File: src/rtl/core/deqs_pkg.sv
// Shared types and constants of the double-ended queue with sort.
package deqs_pkg;

   localparam int DEPTH_DEF = 16;
   localparam int VALUE_W   = 32;
   localparam int COUNT_W   = 5;
   localparam int REQ_W     = 40;
   localparam int RSP_W     = 40;

   typedef enum logic [2:0] {
      OP_PUSH_HEAD = 3'd0,
      OP_PUSH_TAIL = 3'd1,
      OP_POP_HEAD  = 3'd2,
      OP_POP_TAIL  = 3'd3,
      OP_CLEAR     = 3'd4,
      OP_SORT      = 3'd5,
      OP_LIST_HEAD = 3'd6,
      OP_LIST_TAIL = 3'd7
   } op_type;

   typedef enum logic [1:0] {
      STAT_OK         = 2'd0,
      STAT_EMPTY      = 2'd1,
      STAT_FULL       = 2'd2,
      STAT_LIST_EMPTY = 2'd3
   } stat_type;

   typedef enum logic [3:0] {
      CMD_NONE,
      CMD_LOAD,
      CMD_EXEC,
      CMD_RESULT,
      CMD_SORT_START,
      CMD_SORT_LDI,
      CMD_SORT_CMP,
      CMD_SORT_WRI,
      CMD_LIST_START,
      CMD_LIST_EMIT
   } cmd_type;

   typedef struct packed {
      op_type op;
      logic   empty;
      logic   full;
      logic   lt2;
      logic   j_last;
      logic   i_last;
      logic   k_last;
      logic   out_free;
   } dp_status_type;

endpackage

File: src/rtl/core/deqs_dpath.sv
// Datapath of the double-ended queue: element memory, ring pointers, sort and list walkers.
module deqs_dpath
   import deqs_pkg::*;
#(
   parameter int DEPTH = DEPTH_DEF
) (
   input  logic              clock,
   input  logic              reset,
   input  cmd_type           cmd,
   input  logic [REQ_W-1:0]  req_tdata,
   output dp_status_type     stat,
   output logic [RSP_W-1:0]  rsp_tdata,
   output logic              rsp_tlast,
   output logic              rsp_tvalid,
   input  logic              rsp_tready
);

   localparam int AW = (DEPTH > 1) ? $clog2(DEPTH) : 1;
   localparam int CW = $clog2(DEPTH + 1);

   logic signed [VALUE_W-1:0] mem [DEPTH];

   op_type                    op_ff;
   logic signed [VALUE_W-1:0] val_ff;
   logic [AW-1:0]             head_ff;
   logic [CW-1:0]             count_ff;
   stat_type                  status_ff;
   logic signed [VALUE_W-1:0] cur_ff;
   logic signed [VALUE_W-1:0] rd_ff;
   logic [CW-1:0]             i_ff;
   logic [CW-1:0]             j_ff;
   logic [CW-1:0]             k_ff;
   logic signed [VALUE_W-1:0] out_value_ff;
   stat_type                  out_status_ff;
   logic [CW-1:0]             out_count_ff;
   logic                      out_last_ff;
   logic                      out_valid_ff;
   logic                      out_valid_in;

   logic                      empty;
   logic                      full;
   logic                      swap;
   stat_type                  exec_status;
   logic                      rd_en;
   logic [AW-1:0]             rd_off;
   logic [AW-1:0]             rd_slot;
   logic                      wr_en;
   logic [AW-1:0]             wr_off;
   logic [AW-1:0]             wr_slot;
   logic signed [VALUE_W-1:0] wr_data;
   logic                      out_load;

   function automatic logic [AW-1:0] wrap(input logic [AW-1:0] h, input logic [AW-1:0] off);
      logic [AW:0] s;
      s = {1'b0, h} + {1'b0, off};
      if (s >= (AW+1)'(DEPTH)) begin
         s = s - (AW+1)'(DEPTH);
      end
      return s[AW-1:0];
   endfunction

   function automatic logic [AW-1:0] list_off(input op_type op, input logic [CW-1:0] cnt,
                                              input logic [CW-1:0] kv);
      logic [CW-1:0] back;
      back = cnt - CW'(1) - kv;
      return (op == OP_LIST_TAIL) ? back[AW-1:0] : kv[AW-1:0];
   endfunction

   assign empty = (count_ff == '0);
   assign full  = (count_ff >= CW'(DEPTH));
   assign swap  = (cur_ff > rd_ff);

   assign stat.op       = op_ff;
   assign stat.empty    = empty;
   assign stat.full     = full;
   assign stat.lt2      = (count_ff < CW'(2));
   assign stat.j_last   = ({1'b0, j_ff} + (CW+1)'(1)) == {1'b0, count_ff};
   assign stat.i_last   = ({1'b0, i_ff} + (CW+1)'(2)) >= {1'b0, count_ff};
   assign stat.k_last   = ({1'b0, k_ff} + (CW+1)'(1)) == {1'b0, count_ff};
   assign stat.out_free = !out_valid_ff || rsp_tready;

   always_comb begin
      case (op_ff)
         OP_PUSH_HEAD, OP_PUSH_TAIL: exec_status = full ? STAT_FULL : STAT_OK;
         OP_POP_HEAD, OP_POP_TAIL:   exec_status = empty ? STAT_EMPTY : STAT_OK;
         OP_LIST_HEAD, OP_LIST_TAIL: exec_status = empty ? STAT_LIST_EMPTY : STAT_OK;
         default:                    exec_status = STAT_OK;
      endcase
   end

   always_comb begin
      rd_en  = 1'b1;
      rd_off = '0;
      case (cmd)
         CMD_SORT_START: rd_off = '0;
         CMD_SORT_LDI:   rd_off = j_ff[AW-1:0];
         CMD_SORT_CMP:   rd_off = AW'(j_ff + CW'(1));
         CMD_SORT_WRI:   rd_off = AW'(i_ff + CW'(1));
         CMD_LIST_START: rd_off = list_off(op_ff, count_ff, '0);
         CMD_LIST_EMIT:  rd_off = list_off(op_ff, count_ff, k_ff + CW'(1));
         default:        rd_en  = 1'b0;
      endcase
   end

   always_comb begin
      wr_en   = 1'b0;
      wr_off  = '0;
      wr_data = val_ff;
      case (cmd)
         CMD_EXEC: begin
            if (op_ff == OP_PUSH_HEAD && !full) begin
               wr_en  = 1'b1;
               wr_off = AW'(DEPTH - 1);
            end else if (op_ff == OP_PUSH_TAIL && !full) begin
               wr_en  = 1'b1;
               wr_off = count_ff[AW-1:0];
            end
         end
         CMD_SORT_CMP: begin
            wr_en   = swap;
            wr_off  = j_ff[AW-1:0];
            wr_data = cur_ff;
         end
         CMD_SORT_WRI: begin
            wr_en   = 1'b1;
            wr_off  = i_ff[AW-1:0];
            wr_data = cur_ff;
         end
         default: wr_en = 1'b0;
      endcase
   end

   assign rd_slot  = wrap(head_ff, rd_off);
   assign wr_slot  = wrap(head_ff, wr_off);
   assign out_load = (cmd == CMD_RESULT) || (cmd == CMD_LIST_EMIT);

   always_comb begin
      out_valid_in = out_valid_ff;
      if (out_load) begin
         out_valid_in = 1'b1;
      end else if (rsp_tready) begin
         out_valid_in = 1'b0;
      end
   end

   always_ff @(posedge clock) begin
      if (wr_en) begin
         mem[wr_slot] <= wr_data;
      end
      if (rd_en) begin
         rd_ff <= mem[rd_slot];
      end
   end

   always_ff @(posedge clock) begin
      if (reset) begin
         head_ff      <= '0;
         count_ff     <= '0;
         out_valid_ff <= 1'b0;
      end else begin
         out_valid_ff <= out_valid_in;
         if (cmd == CMD_EXEC) begin
            case (op_ff)
               OP_PUSH_HEAD: begin
                  if (!full) begin
                     head_ff  <= wr_slot;
                     count_ff <= count_ff + CW'(1);
                  end
               end
               OP_PUSH_TAIL: begin
                  if (!full) begin
                     count_ff <= count_ff + CW'(1);
                  end
               end
               OP_POP_HEAD: begin
                  if (!empty) begin
                     head_ff  <= wrap(head_ff, AW'(1));
                     count_ff <= count_ff - CW'(1);
                  end
               end
               OP_POP_TAIL: begin
                  if (!empty) begin
                     count_ff <= count_ff - CW'(1);
                  end
               end
               OP_CLEAR: begin
                  head_ff  <= '0;
                  count_ff <= '0;
               end
               default: head_ff <= head_ff;
            endcase
         end
      end
   end

   always_ff @(posedge clock) begin
      case (cmd)
         CMD_LOAD: begin
            op_ff  <= op_type'(req_tdata[2:0]);
            val_ff <= req_tdata[34:3];
         end
         CMD_EXEC: status_ff <= exec_status;
         CMD_SORT_START: begin
            status_ff <= exec_status;
            i_ff      <= '0;
            j_ff      <= CW'(1);
         end
         CMD_SORT_LDI: cur_ff <= rd_ff;
         CMD_SORT_CMP: begin
            if (swap) begin
               cur_ff <= rd_ff;
            end
            j_ff <= j_ff + CW'(1);
         end
         CMD_SORT_WRI: begin
            i_ff <= i_ff + CW'(1);
            j_ff <= i_ff + CW'(2);
         end
         CMD_LIST_START: k_ff <= '0;
         CMD_LIST_EMIT: begin
            out_value_ff  <= rd_ff;
            out_status_ff <= STAT_OK;
            out_count_ff  <= count_ff;
            out_last_ff   <= stat.k_last;
            k_ff          <= k_ff + CW'(1);
         end
         CMD_RESULT: begin
            out_value_ff  <= '0;
            out_status_ff <= status_ff;
            out_count_ff  <= count_ff;
            out_last_ff   <= 1'b1;
         end
         default: cur_ff <= cur_ff;
      endcase
   end

   assign rsp_tdata  = {1'b0, COUNT_W'(out_count_ff), out_status_ff, out_value_ff};
   assign rsp_tlast  = out_last_ff;
   assign rsp_tvalid = out_valid_ff;

endmodule

File: src/rtl/core/deqs_ctrl.sv
// Controller state machine of the double-ended queue: sequences each item's commands.
module deqs_ctrl
   import deqs_pkg::*;
(
   input  logic          clock,
   input  logic          reset,
   input  logic          req_tvalid,
   output logic          req_tready,
   input  dp_status_type stat,
   output cmd_type       cmd
);

   typedef enum logic [2:0] {
      ST_IDLE,
      ST_EXEC,
      ST_RESULT,
      ST_SORT_LDI,
      ST_SORT_CMP,
      ST_SORT_WRI,
      ST_LIST
   } state_type;

   state_type state_ff;
   state_type state_in;
   logic      ready_ff;

   always_comb begin
      state_in = state_ff;
      cmd      = CMD_NONE;
      case (state_ff)
         ST_IDLE: begin
            if (req_tvalid && ready_ff) begin
               cmd      = CMD_LOAD;
               state_in = ST_EXEC;
            end
         end
         ST_EXEC: begin
            case (stat.op)
               OP_SORT: begin
                  if (stat.lt2) begin
                     cmd      = CMD_EXEC;
                     state_in = ST_RESULT;
                  end else begin
                     cmd      = CMD_SORT_START;
                     state_in = ST_SORT_LDI;
                  end
               end
               OP_LIST_HEAD, OP_LIST_TAIL: begin
                  if (stat.empty) begin
                     cmd      = CMD_EXEC;
                     state_in = ST_RESULT;
                  end else begin
                     cmd      = CMD_LIST_START;
                     state_in = ST_LIST;
                  end
               end
               default: begin
                  cmd      = CMD_EXEC;
                  state_in = ST_RESULT;
               end
            endcase
         end
         ST_SORT_LDI: begin
            cmd      = CMD_SORT_LDI;
            state_in = ST_SORT_CMP;
         end
         ST_SORT_CMP: begin
            cmd = CMD_SORT_CMP;
            if (stat.j_last) begin
               state_in = ST_SORT_WRI;
            end
         end
         ST_SORT_WRI: begin
            cmd      = CMD_SORT_WRI;
            state_in = stat.i_last ? ST_RESULT : ST_SORT_LDI;
         end
         ST_RESULT: begin
            if (stat.out_free) begin
               cmd      = CMD_RESULT;
               state_in = ST_IDLE;
            end
         end
         ST_LIST: begin
            if (stat.out_free) begin
               cmd = CMD_LIST_EMIT;
               if (stat.k_last) begin
                  state_in = ST_IDLE;
               end
            end
         end
         default: state_in = ST_IDLE;
      endcase
   end

   always_ff @(posedge clock) begin
      if (reset) begin
         state_ff <= ST_IDLE;
         ready_ff <= 1'b1;
      end else begin
         state_ff <= state_in;
         ready_ff <= (state_in == ST_IDLE);
      end
   end

   assign req_tready = ready_ff;

endmodule

File: src/rtl/core/double_ended_queue_with_sort.sv
// Top level of the bounded double-ended queue of signed values with an in-place sort.
// Push, pop and clear: accepted, applied in the cycle after, result registered once the output is free;
// a new item is taken only after the result of the last one has been registered.
// Sort of n elements: load, compare-and-exchange and write-back steps on the element memory.
// Listing of n elements: after a start step, one result per cycle while the output is not stalled.
// Synchronous reset empties the queue and sets the head to zero; no memory clearing pass.
module double_ended_queue_with_sort
   import deqs_pkg::*;
#(
   parameter int DEPTH = DEPTH_DEF
) (
   input  logic             clock,
   input  logic             reset,
   input  logic             req_tvalid,
   output logic             req_tready,
   input  logic [REQ_W-1:0] req_tdata,   // op[2:0], value[34:3], zero fill
   output logic             rsp_tvalid,
   input  logic             rsp_tready,
   output logic [RSP_W-1:0] rsp_tdata,   // value_res[31:0], status[33:32], count[38:34], zero
   output logic             rsp_tlast
);

   cmd_type       cmd;
   dp_status_type stat;

   deqs_ctrl u_ctrl (
      .clock      (clock),
      .reset      (reset),
      .req_tvalid (req_tvalid),
      .req_tready (req_tready),
      .stat       (stat),
      .cmd        (cmd)
   );

   deqs_dpath #(
      .DEPTH (DEPTH)
   ) u_dpath (
      .clock      (clock),
      .reset      (reset),
      .cmd        (cmd),
      .req_tdata  (req_tdata),
      .stat       (stat),
      .rsp_tdata  (rsp_tdata),
      .rsp_tlast  (rsp_tlast),
      .rsp_tvalid (rsp_tvalid),
      .rsp_tready (rsp_tready)
   );

endmodule

File: config.mk
export PLATFORM = sky130hd
export DESIGN_NAME = double_ended_queue_with_sort
export DESIGN_NICKNAME = d
export VERILOG_FILES = /design/src/rtl/core/deqs_pkg.sv /design/src/rtl/core/deqs_dpath.sv /design/src/rtl/core/deqs_ctrl.sv /design/src/rtl/core/double_ended_queue_with_sort.sv
export SDC_FILE = /design/constraint.sdc
export NUM_CORES = 1
export LEC_CHECK = 0
export BUFFER_PORTS_ARGS = -buffer_cell sky130_fd_sc_hd__buf_2
export CAP_MARGIN = 20
export CORE_MARGIN = 4
export CORE_UTILIZATION = 45
export DETAILED_ROUTE_END_ITERATION = 8
export PLACE_DENSITY = 0.65
export RECOVER_POWER = 100
export SYNTH_ARGS = -nofsm -noshare
export SYNTH_HDL_FRONTEND = slang
export SYNTH_SLANG_ARGS = --single-unit
File: constraint.sdc
create_clock -name clock -period 7.25 [get_ports clock]
set_input_delay 2.175 -clock clock [delete_from_list [all_inputs] [get_ports clock]]
set_output_delay 2.175 -clock clock [all_outputs]
set_load 0.02 [all_outputs]
### Word level (Yosys, flattened, before mapping)

Memory sizes are Yosys's and may differ from the RTL's. A register that Yosys moved wholly into a read port is not among the register bits.
Cells that the tools add are included.

| storage, ports and cells | value |
|---|---|
| memory bits (writable) | 512 |
| bits in latches | 0 |
| memories kept | 1 |
| ROM bits | 0 |
| input port bits | 44 |
| flip-flop bits (word level) | 138 |

| cells by class | value |
|---|---|
| order comparisons | 7 |
| shift operators | 0 |
| $add $sub $neg | 16 |
| bitwise gates (word level) | 0 |
| div/mod/pow operators | 0 |
| mux-type cells | 53 |
| eq/ne operators | 29 |
| multipliers | 0 |
| reductions and logical operators | 29 |

Memory list:

| name | words | bits a word | read ports | clocked after Yosys merged registers in | wr ports | line | source |
|---|---|---|---|---|---|---|---|
| u_dpath.mem | 16 | 32 | 1 | 1 | 1 | deqs_dpath.sv:21 | `logic signed [VALUE_W-1:0] mem [DEPTH];` |

Operators by type and width:

| operator | number |
|---|---|
| 32-bit case mux with 2 select lines | 2 |
| 32-bit 2-to-1 mux | 2 |
| 4-bit 2-to-1 mux | 11 |
| 32-bit greater-than comparator | 1 |
| 5-bit case mux with 3 select lines | 2 |
| 4-bit case mux with 7 select lines | 1 |
| 4-bit case mux with 3 select lines | 2 |
| 3-bit equality test, second input constant | 7 |
| 3-bit 2-to-1 mux | 7 |
| 3-bit case mux with 7 select lines | 1 |
| 5-bit by 1-bit adder with 5-bit output, second input constant | 4 |
| 5-bit >= comparator, second input constant | 4 |
| 4-bit case mux with 5 select lines | 1 |
| 5-bit case mux with 2 select lines | 2 |
| 4-bit by 3-bit equality test with 1-bit output, second input constant | 4 |
| 5-bit by 1-bit adder with 6-bit output, second input constant | 2 |
| 3-bit by 2-bit equality test with 1-bit output, second input constant | 4 |
| 6-bit by 5-bit equality test with 1-bit output | 2 |
| 2-bit OR reduction | 6 |
| 4-bit by 1-bit subtractor with 4-bit output, second input constant | 3 |
| 1-bit 2-to-1 mux | 11 |
| 4-bit by 4-bit adder with 5-bit output | 2 |
| 5-bit 2-to-1 mux | 2 |
| 2-bit nonzero test | 5 |
| other kinds (29) | 46 |

### Depth between registers and ports, before layout

| depth | value |
|---|---|
| word-level depth | 11 |
| gate-level depth with buffers | 14 |

### By module

A second synthesis with hierarchy kept.

| unflattened totals | value |
|---|---|
| cells, all modules | 1,495 |
| area total of the unflattened synthesis | 28,008.1 µm² |

Modules (own cells, without submodules):

| module | area an instance (µm²) | seq. area each (µm²) | times used | cells each |
|---|---|---|---|---|
| deqs_dpath | 27,697.8 | 20,259.4 | 1 | 1,456 |
| deqs_ctrl | 310.3 | 80.1 | 1 | 39 |

### Worst setup path after synthesis

OpenSTA, ideal clock, no wires.

| timing path | value |
|---|---|
| path type | input to register |
| from | input req_tvalid |
| to | register u_dpath.op_ff[0] (enable) |
| path slack | 1.147 ns |
| setup time | 0.514 ns |
| path buffers | 0 |
| cell stages on the path | 2 |
| arrival | 5.589 ns |
| cells stage by stage | nand2_1 nor4_1 |

| between the ends | value |
|---|---|
| word-level cells in the longest chain between the ends | 4 |

RTL lines:

| what | line | source |
|---|---|---|
| start, declared | double_ended_queue_with_sort.sv:14 | `input logic req_tvalid,` |
| 1-bit logical AND | deqs_ctrl.sv:32 | `if (req_tvalid && ready_ff) begin` |
| 1-bit 2-to-1 mux | deqs_ctrl.sv:32 |  |
| 4-bit case mux with 7 select lines | deqs_ctrl.sv:30 | `case (state_ff)` |
| 4-bit by 1-bit equality test with 1-bit output | deqs_dpath.sv:197 | `case (cmd)` |
| end signal, assigned | deqs_dpath.sv:199 | `op_ff <= op_type'(req_tdata[2:0]);` |
| end, declared | deqs_dpath.sv:23 | `op_type op_ff;` |

No other way between the ends.
A chain may end at the register's enable or synchronous reset.

### Worst setup path in the final report

| timing path | value |
|---|---|
| from | register u_ctrl.state_ff[0] |
| to | memory u_dpath.mem[9][9] (enable) |

| between the ends | value |
|---|---|
| word-level cells in the longest chain between the ends | 7 |
| elaborated cells on any way between the ends | 19 |
| classes of those cells | add/sub (2); order compare (1); eq/ne (9); mux (6); reduce/logical (1) |

RTL lines:

| what | line | source |
|---|---|---|
| start, declared | deqs_ctrl.sv:23 | `state_type state_ff;` |
| start signal, assigned | deqs_ctrl.sv:100 | `state_ff <= state_in;` |
| 3-bit equality test, or another cell as far along | deqs_ctrl.sv:30 |  |
| 4-bit case mux with 7 select lines (*) | deqs_ctrl.sv:30 |  |
| 4-bit by 3-bit equality test with 1-bit output / 4-bit by 2-bit equality test with 1-bit output (equally long branches) | deqs_dpath.sv:109 | `case (cmd)` |
| 4-bit case mux with 3 select lines | deqs_dpath.sv:109 |  |
| 4-bit by 4-bit adder with 5-bit output | deqs_dpath.sv:55 | `s = {1'b0, h} + {1'b0, off};` |
| 4-bit by 1-bit subtractor with 4-bit output / 5-bit >= comparator (equally long branches) | deqs_dpath.sv:57, deqs_dpath.sv:56 |  |
| 4-bit 2-to-1 mux | deqs_dpath.sv:56 | `if (s >= (AW+1)'(DEPTH)) begin` |
| end, declared | deqs_dpath.sv:21 |  |

Every way passes the cells marked *; elsewhere a longest branch is shown, timed or not.

==> results.json <==
{
  "drc": 0,
  "hold-path-endpoint": "u_dpath.cur_ff[3]",
  "cp.arrival_ps": 6060,
  "cap_violations": 7,
  "endpoint_kind": "flip-flop",
  "max_stage_delay_ps": 870,
  "synth.distinct_cells": 71,
  "fin_nets": 1749,
  "cp_cell_sequence": "inv_1 -> nor3_1 -> nand3_1 -> a21o_1 -> o21ai_0 -> ha_1 -> a21o_1 -> a21oi_1 -> xnor2_1 -> xor2_1 -> buf_4 -> inv_1 -> nor4_1 -> clkbuf_2",
  "setup_viol": 0,
  "reg2reg_slack_ps": 1400,
  "avgSynthCellArea_sq_um": 18.4,
  "firstDrtPassIters": 5,
  "cts.sinks": 682,
  "drt_wl_total_microns": 61300,
  "fin_ws_ps": 1400,
  "insertion_delay_ps": 610,
  "dp_hpwl_microns": 34200,
  "start_kind": "flip-flop",
  "grt_max_degree": 42,
  "worstSetupPathType": "reg2reg",
  "hold_depth": 0,
  "ctsLongestPathBuffers": 3,
  "rr_worst_depth": 14,
  "crit_family": "simple AND/OR/NAND/NOR gates",
  "routedWlPerCell_microns": 24.1,
  "num_antenna_cells": 0,
  "fin_crit_sh": 0.807,
  "max_freq_ghz": 0.171,
  "intPower_uw": 6600,
  "die_height_microns": 257,
  "clkTransAtPathRegs_ps": 60,
  "cts_hold_buf": 0,
  "synth.ff_latch_count": 682,
  "cts_setup_buffers": 0,
  "clkPwrFrac": 0.407,
  "leakage_uw": 0.0101,
  "num_vias": 14200,
  "die_x_microns": 257,
  "die_area_sq_mm": 0.0661,
  "core_sq_mm": 0.0616,
  "async_flop_share": 0,
  "routabilityCongestion": 0.794,
  "cp_data_required_time_ps": 7460,
  "cpMaxStageDelayCell": "clkbuf_2",
  "drv_slew": 182,
  "hold_path_class": "reg2reg",
  "cts_tree": "yes",
  "root_buffer": "clkbuf_16",
  "drt_iter0_markers": 1394,
  "final_common_cell": "edfxtp_1",
  "overflow": 0,
  "syn_inst": 1518,
  "antenna_left": 0,
  "hold_start": "u_dpath.rd_ff[3]",
  "ys_warn_count": 0,
  "worstMarginPinSlew_ps": 3040,
  "drive_gt1_frac": 0.181,
  "period_minus_slack_ps": 5850,
  "cts.repair.resized": 0,
  "syn_nets": 1619,
  "grtUsageTotal": 0.185,
  "r2r_end": "u_dpath.mem[9][9]",
  "seqPwrFrac": 0.530,
  "synth_flop_cell": "edfxtp_1",
  "ir_drop_mv": 0.161,
  "hold_viol_final": 0,
  "antenna_found_initial": 0,
  "grt_pass1_vias": 14700,
  "p_per_area_mw_per_mm2": 268,
  "ys_seq_area_frac": 0.729,
  "outcome": "finished, violations left",
  "portBuffers": 80,
  "p_comb_frac": 0.063,
  "violations": "max-capacitance violations, max-slew violations",
  "dp_slack_ps": 1180,
  "viasPerCell": 5.59,
  "rr_startpoint": "u_ctrl.state_ff[0]",
  "tns_ps": 0,
  "cts.htree.levels": 3,
  "critPathBufInv": 4,
  "initial_core_util": 0.453,
  "rsz0062_at_grt": "no",
  "mostFrequentLayoutCells": "edfxtp_1 (668), mux4_2 (128), nand2_1 (127)",
  "maxSlewHeadroom": -1.02,
  "finClkSkew_ps": 26.7,
  "pin_count": 87,
  "rows": 91,
  "synthToLayoutAreaGrowth_pct": 12.8,
  "cp_max_fo": 25,
  "netSwitchingFraction": 0.219,
  "syn-cell-area_sq_mm": 0.0279,
  "numCtsBuffers": 72,
  "grt_pass1_wl_microns": 91800,
  "fillers": 4963,
  "power_switching_uw": 1850,
  "synth-edff-count": 668
}
sequential cells by signal (all words and copies together) (netlist names), 5 cells and up:
| signal | cells |
|---|---|
| u_dpath.out_value_ff | 32 |
| u_dpath.rd_ff | 32 |
| u_dpath.k_ff | 5 |
| u_dpath.count_ff | 5 |
| u_dpath.cur_ff | 32 |
| u_dpath.mem | 512 |
| u_dpath.i_ff | 5 |
| u_dpath.j_ff | 5 |
| u_dpath.val_ff | 32 |
| u_dpath.out_count_ff | 5 |
power groups by stage:
stage / Clock, uW / Combinational, uW / Sequential [uW]
2_1_floorplan: 0 / 385 / 4560
3_3_place_gp: 0 / 538 / 4560
3_5_place_dp: 0 / 556 / 4560
4_1_cts: 3520 / 558 / 4480
5_1_grt: 3690 / 591 / 4490
6_report: 3440 / 536 / 4480
synth_stat cells, drive strengths merged, types with 2 or more instances:
cell type / number / area share
a211oi: 5 / 0.0013
a21boi: 2 / 0.00054
a21o: 10 / 0.0027
a21oi: 32 / 0.0061
a221oi: 4 / 0.0013
a222oi: 2 / 0.00072
a31oi: 3 / 0.00067
and2: 4 / 0.00090
and3: 4 / 0.00094
buf: 30 / 0.0071
clkbuf: 37 / 0.0050
dfxtp: 14 / 0.010
edfxtp: 668 / 0.72
fa: 3 / 0.0022
ha: 54 / 0.024
inv: 47 / 0.0063
mux2: 3 / 0.0015
mux2i: 101 / 0.037
mux4: 128 / 0.10
nand2: 127 / 0.017
nand2b: 4 / 0.00090
nand3: 21 / 0.0039
nand3b: 5 / 0.0013
nand4: 11 / 0.0025
nor2: 67 / 0.0091
nor2b: 9 / 0.0020
nor3: 22 / 0.0048
nor3b: 2 / 0.00054
nor4: 7 / 0.0016
o211ai: 4 / 0.0016
o21a: 2 / 0.00054
o21ai: 28 / 0.0052
o22ai: 2 / 0.00045
or3: 3 / 0.00067
xnor2: 22 / 0.0078
xor2: 12 / 0.0038
worst register-to-register path, stage by stage, from the launching register on:
cell and delay, ps:
dfxtp_1 860, inv_1 290, nor3_1 810, nand3_1 390
a21o_1 250, o21ai_0 150, ha_1 320, a21o_1 160
a21oi_1 180, xnor2_1 160, xor2_1 160, buf_4 200
inv_1 140, nor4_1 490, clkbuf_2 870
routing by layer:
layer,global-route usage,vias to the layer above,share of wire
li1,-,6274,-
met1,0.252,7419,0.43
met2,0.304,408,0.49
met3,0.0350,112,0.056
met4,0.0618,0,0.028
met5,0,-,0
cells by family after synthesis:
family          Yosys count  share of synthesized area
flops                   682                      0.729
xor+xnor                 34                     0.0116
compound gates          108                     0.0257
buf+inv                 115                     0.0186
simple gates            289                     0.0477
other cells               1                   0.000134
fa+ha+maj                57                     0.0264
mux                     232                      0.141
worst max path at each step:
stage                                  start  depth (start not counted)                 to  slack [ps]
final                     u_ctrl.state_ff[0]                         14  u_dpath.mem[9][9]        1400
after global routing      u_ctrl.state_ff[0]                         14  u_dpath.mem[9][9]         920
after CTS                         rsp_tready                         11   u_dpath.rd_ff[1]        1840
after detailed placement          rsp_tready                         11   u_dpath.rd_ff[1]        1180
after global placement            rsp_tready                         11   u_dpath.rd_ff[1]        1230
after floorplan                   req_tvalid                          2   u_dpath.op_ff[0]        1150
metrics by stage:
step                cell area, sq um  instances  hold slack [ps]   util  power, uW
floorplan                      27900       1518              426      -       4940
global placement               29600       2411              432  0.480       5100
detailed placement             29600       2411              434  0.480       5120
CTS                            31800       2541              448  0.516       8560
global route                   31500       2541              459  0.511       8770
finish                         31500       2541              449  0.511       8460
final cells by class:
class / instances / area, sq um / share of cell area
inverters: 48 / 180 / 0.00572
repair buffers: 123 / 647 / 0.0205
flip-flops and latches: 682 / 20300 / 0.646
clock inverters: 37 / 275 / 0.00874
well taps: 837 / 1050 / 0.0332
multi-input cells: 721 / 7090 / 0.225
clock buffers: 93 / 1920 / 0.0611
No activity file was read; power rests on OpenSTA's default activity.
